`src/hw/rtl/pidff_pkg.sv`:
```
package pidff_pkg;

   localparam int DATA_W = 32;
   localparam int OPND_W = 33;
   localparam int PROD_W = 66;
   localparam int ACC_W  = 68;
   localparam int LIM_W  = 31;
   localparam int ADDR_W = 3;

   typedef enum logic [ADDR_W-1:0] {
      REG_GAIN_PROP      = 3'd0,
      REG_GAIN_INTEGRAL  = 3'd1,
      REG_GAIN_DERIV     = 3'd2,
      REG_GAIN_FEEDFWD   = 3'd3,
      REG_INTEGRAL_CLAMP = 3'd4,
      REG_DRIVE_CLAMP    = 3'd5
   } csr_index_type;

   typedef enum logic [2:0] {
      MUL_NONE = 3'd0,
      MUL_P    = 3'd1,
      MUL_KDT  = 3'd2,
      MUL_INC  = 3'd3,
      MUL_D    = 3'd4,
      MUL_F    = 3'd5
   } mul_op_type;

   typedef enum logic [2:0] {
      POST_NONE   = 3'd0,
      POST_SETACC = 3'd1,
      POST_KDT    = 3'd2,
      POST_INTEG  = 3'd3,
      POST_ADDACC = 3'd4
   } post_op_type;

   typedef struct packed {
      logic        load;
      mul_op_type  mul_op;
      post_op_type post_op;
      logic        div_start;
      logic        out_write;
   } cmd_type;

   typedef struct packed {
      logic div_done;
      logic out_busy;
   } status_type;

   // Clamp to +/- lim when lim is nonzero, else saturate to the signed 32-bit range.
   function automatic logic signed [DATA_W-1:0] limit_sat(input logic signed [ACC_W-1:0] x,
                                                         input logic [LIM_W-1:0] lim);
      logic signed [ACC_W-1:0] hi;
      logic signed [ACC_W-1:0] lo;
      if (lim != '0) begin
         hi = $signed({{(ACC_W-LIM_W){1'b0}}, lim});
         lo = -hi;
      end else begin
         hi = $signed({{(ACC_W-LIM_W){1'b0}}, {LIM_W{1'b1}}});
         lo = ~hi;
      end
      if (x > hi) begin
         limit_sat = hi[DATA_W-1:0];
      end else if (x < lo) begin
         limit_sat = lo[DATA_W-1:0];
      end else begin
         limit_sat = x[DATA_W-1:0];
      end
   endfunction

endpackage

```
`src/hw/rtl/pidff_ctrl.sv`:
```
module pidff_ctrl (
   input  logic                  clock,
   input  logic                  reset,
   input  logic                  req_tvalid,
   output logic                  req_tready,
   input  pidff_pkg::status_type status,
   output pidff_pkg::cmd_type    cmd
);
   import pidff_pkg::*;

   typedef enum logic [10:0] {
      S_IDLE = 11'b000_0000_0001,
      S_MP   = 11'b000_0000_0010,
      S_MK   = 11'b000_0000_0100,
      S_KS   = 11'b000_0000_1000,
      S_MI   = 11'b000_0001_0000,
      S_IN   = 11'b000_0010_0000,
      S_DV   = 11'b000_0100_0000,
      S_MD   = 11'b000_1000_0000,
      S_MF   = 11'b001_0000_0000,
      S_AF   = 11'b010_0000_0000,
      S_OUT  = 11'b100_0000_0000
   } state_type;

   state_type state_ff, state_in;

   always_comb begin
      state_in  = state_ff;
      cmd       = '{load: 1'b0, mul_op: MUL_NONE, post_op: POST_NONE,
                    div_start: 1'b0, out_write: 1'b0};
      case (state_ff)
         S_IDLE: begin
            if (req_tvalid) begin
               cmd.load = 1'b1;
               state_in = S_MP;
            end
         end
         S_MP: begin
            cmd.mul_op = MUL_P;
            state_in   = S_MK;
         end
         S_MK: begin
            cmd.mul_op  = MUL_KDT;
            cmd.post_op = POST_SETACC;
            state_in    = S_KS;
         end
         S_KS: begin
            cmd.post_op   = POST_KDT;
            cmd.div_start = 1'b1;
            state_in      = S_MI;
         end
         S_MI: begin
            cmd.mul_op = MUL_INC;
            state_in   = S_IN;
         end
         S_IN: begin
            cmd.post_op = POST_INTEG;
            state_in    = S_DV;
         end
         S_DV: begin
            if (status.div_done) begin
               state_in = S_MD;
            end
         end
         S_MD: begin
            cmd.mul_op = MUL_D;
            state_in   = S_MF;
         end
         S_MF: begin
            cmd.mul_op  = MUL_F;
            cmd.post_op = POST_ADDACC;
            state_in    = S_AF;
         end
         S_AF: begin
            cmd.post_op = POST_ADDACC;
            state_in    = S_OUT;
         end
         S_OUT: begin
            if (!status.out_busy) begin
               cmd.out_write = 1'b1;
               state_in      = S_IDLE;
            end
         end
         default: state_in = S_IDLE;
      endcase
   end

   always_ff @(posedge clock) begin
      if (reset) begin
         state_ff <= S_IDLE;
      end else begin
         state_ff <= state_in;
      end
   end

   assign req_tready = (state_ff == S_IDLE);

endmodule

```
`config.mk`:
```
export PLATFORM = sky130hd
export DESIGN_NAME = pidff_ctrl
export DESIGN_NICKNAME = d
export VERILOG_FILES = /design/src/hw/rtl/pidff_pkg.sv /design/src/hw/rtl/pidff_ctrl.sv
export SDC_FILE = /design/constraint.sdc
export NUM_CORES = 1
export LEC_CHECK = 0
export BUFFER_PORTS_ARGS = -buffer_cell sky130_fd_sc_hd__buf_2
export CAP_MARGIN = 0
export CORE_UTILIZATION = 56
export DETAILED_ROUTE_END_ITERATION = 7
export HOLD_SLACK_MARGIN = 0.08
export PLACE_DENSITY_LB_ADDON = 0.12
export SETUP_SLACK_MARGIN = 0.05
export SKIP_LAST_GASP = 1
export SYNTH_ARGS = -nofsm -noshare
export SYNTH_HDL_FRONTEND = slang
export SYNTH_SLANG_ARGS = --single-unit
```
`constraint.sdc`:
```
create_clock -name clock -period 2.3 [get_ports clock]
set_input_delay 0.46 -clock clock [delete_from_list [all_inputs] [get_ports clock]]
set_output_delay 0.46 -clock clock [all_outputs]
set_load 0.01 [all_outputs]
```
==> results.json <==
{
  "rows": 12,
  "multi_input_area_um2": 466.7,
  "largest_reg_flops": 11,
  "finalSetupViolCount": 0,
  "timing.rr.end": "state_ff[3]$_SDFFE_PP0P_",
  "insertedDiodeCount": 0,
  "die_h_um": 38.19,
  "grt_pass1_wl_mm": 2.766,
  "grt_antenna_before_repair": 0,
  "drc_errors": 0,
  "top_register": "state_ff",
  "holdWs_ns": 0.4089,
  "cts-buffers-inserted": 3,
  "core_area_um2": 1156,
  "worstSetupStartpointType": "flip-flop",
  "wirelength_mm": 1.751,
  "htreeDepth": 1,
  "syn_avg_cell_area_um2": 9.165,
  "p_per_area_nw_per_um2": 473.9,
  "switching_share_pct": 27.85,
  "crit_fanout": 7,
  "final_antenna_net_count": 0,
  "synthesis.nets": 85,
  "grt_remaining_overflow": 0,
  "ys_ff_latch": 11,
  "yosysWarnings": 0,
  "clockRootBuffer": "clkbuf_4",
  "ys_seq_area_share_pct": 30.03,
  "hold_class": "in -> reg",
  "synth_edf_count": 0,
  "clkPwrFrac_pct": 34.2,
  "nNetsFinal": 104,
  "initial_core_util_pct": 63.42,
  "r2r_start": "state_ff[5]$_SDFFE_PP0P_",
  "dp_hpwl_mm": 1.238,
  "period_share_pct": 97.66,
  "p_switching_mw": 0.1124,
  "r2r_slack_ns": 0.51,
  "ir_worst_vdd_v": 0.0004287,
  "min_period_ns": 2.246,
  "clock_skew_ns": 0.005869,
  "die_w_um": 38.19,
  "drt-initial-drc-count": 21,
  "synth-async-reset-ratio_pct": 0,
  "run_status": "completed",
  "arrival_ns": 1.79,
  "comb_power_share_pct": 15.3,
  "cap_violations": 0,
  "power.leakage_nw": 0.4040,
  "cts_sinks": 11,
  "fin_tns_setup_ns": 0,
  "p_total_mw": 0.4038,
  "maxSlewHeadroom_pct": 70.47,
  "wire_per_inst_um": 15.63,
  "vias": 724,
  "synth.cell_area_um2": 733.2,
  "first_pass_iters": 4,
  "holdBufCountCts": 0,
  "setup.worst_path.class": "reg -> out",
  "synth_flop_cell": "dfxtp_1",
  "routed_via_density": 6.464,
  "worstSetupEndpointType": "output port",
  "crit_path_end": "cmd[8]",
  "drv_slew": 0,
  "portBuffers": 14,
  "worstRegToRegCells": 5,
  "cell_internal_pwr_mw": 0.2913,
  "yosys.cell_types.count": 29,
  "reg_top3": "state_ff (11)",
  "clock_latency_ns": 0.28,
  "crit_slowest_cell": "nor4_4",
  "grt_start_max_net_pins": 9,
  "grt_pass1_vias": 606,
  "fmax_mhz": 445.2,
  "cp.required_ns": 1.84,
  "drive_above_1_share_pct": 34.69,
  "seqPwrFrac_pct": 50.5,
  "slowest_delay_ns": 0.48,
  "die_area_um2": 1458,
  "pin_count": 15,
  "startpoint": "state_ff[5]$_SDFFE_PP0P_",
  "grt_setup_unrepaired": "yes",
  "seq_area_um2": 222.7,
  "hold_viol_final": 0,
  "track_usage_pct": 28.21,
  "crit_chain": "nor4_4, buf_4, and3_1, and2_1, buf_2",
  "syn_to_final_growth_pct": 16.21,
  "synthCells": 80,
  "tritoncts": "built",
  "cts.clk_slew.worst_paths_ns": 0.07,
  "gp_congestion": 0.8576,
  "cts_buffer_depth": 2,
  "fillers": 90,
  "tightest_slew_ns": 0.4396
}
-- synthesized netlist by cell type, types with 4 or more instances --
master / n / share of area [%]
nand2_1: 6 / 3.1
nor2_1: 6 / 3.1
dfxtp_1: 11 / 30
and4_1: 5 / 6.0
nor3_1: 5 / 3.4
xor2_1: 4 / 4.8
and3_1: 4 / 3.4
-- power groups by stage --
stage	combinational [mW]	sequential (mW)	clock, mW
after global routing	0.0670	0.205	0.148
after global placement	0.0554	0.208	0
after detailed placement	0.0564	0.208	0
after CTS	0.0573	0.204	0.140
final	0.0616	0.204	0.138
after floorplan	0.0410	0.206	0
-- critical path: cells and delay by family (launching register included) --
kind                   cells  cell delay [ns]
buffers and inverters      2             0.33
DFF                        1             0.41
and+or+nand+nor            3             0.76
-- final cells by class --
cell class / count / area share [%]
multi-input cells: 61 / 54.77
flip-flops and latches: 11 / 26.14
well taps: 14 / 2.056
repair buffers: 19 / 12.63
clock buffers: 4 / 3.084
inverters: 3 / 1.322
-- cells by family after synthesis --
family	count (synthesis)	synth area share, %
compound gates	4	6.315
mux	1	1.365
buf+inv	8	6.654
flops	11	30.03
xor+xnor	6	7.167
simple gates	50	48.46
-- worst min-delay path by stage --
stage,start,to,slack [ns],cells past startpoint
floorplan,reset,state_ff[6]$_SDFFE_PP0P_,0.53,1
global placement,state_ff[7]$_SDFFE_PP0P_,state_ff[8]$_SDFFE_PP0P_,0.61,1
detailed placement,state_ff[7]$_SDFFE_PP0P_,state_ff[8]$_SDFFE_PP0P_,0.61,1
CTS,reset,state_ff[1]$_SDFFE_PP0P_,0.40,2
global route,reset,state_ff[6]$_SDFFE_PP0P_,0.41,2
finish,reset,state_ff[1]$_SDFFE_PP0P_,0.41,2
-- layout by cell type, fill, tap and decap left out, types with 4 or more instances in the layout --
cell,n
and3_1,4
and4_1,5
buf_2,14
buf_4,5
nor2_1,6
dfxtp_1,9
nand2_1,5
xor2_1,4
nor3_1,5
-- metal layers --
layer,GRT usage (%),share of wire [%]
met1,36.56,45
met2,43.22,46
met3,5.233,6.2
met4,16.07,2.2
met5,0,0
-- stage by stage --
step                instances  util [%]  instance area (um2)  setup slack, ns
floorplan                  80         -                733.2           0.4573
global placement          105     69.05                798.3           0.3737
detailed placement        105     69.05                798.3           0.3347
CTS                       109     71.32                824.5          0.05294
global route              112     73.70                852.1        -0.002965
finish                    112     73.70                852.1          0.05378
-- timing repair --
| action | 4_1_cts | 5_1_grt |
|---|---|---|
| gates cloned | 0 | 0 |
| gates resized for setup | 0 | 3 |
| pin swaps | 2 | 2 |
| endpoints found under the setup margin | 2 | 3 |
| setup buffers | 0 | 3 |
Power figures use the tool's default switching activity.
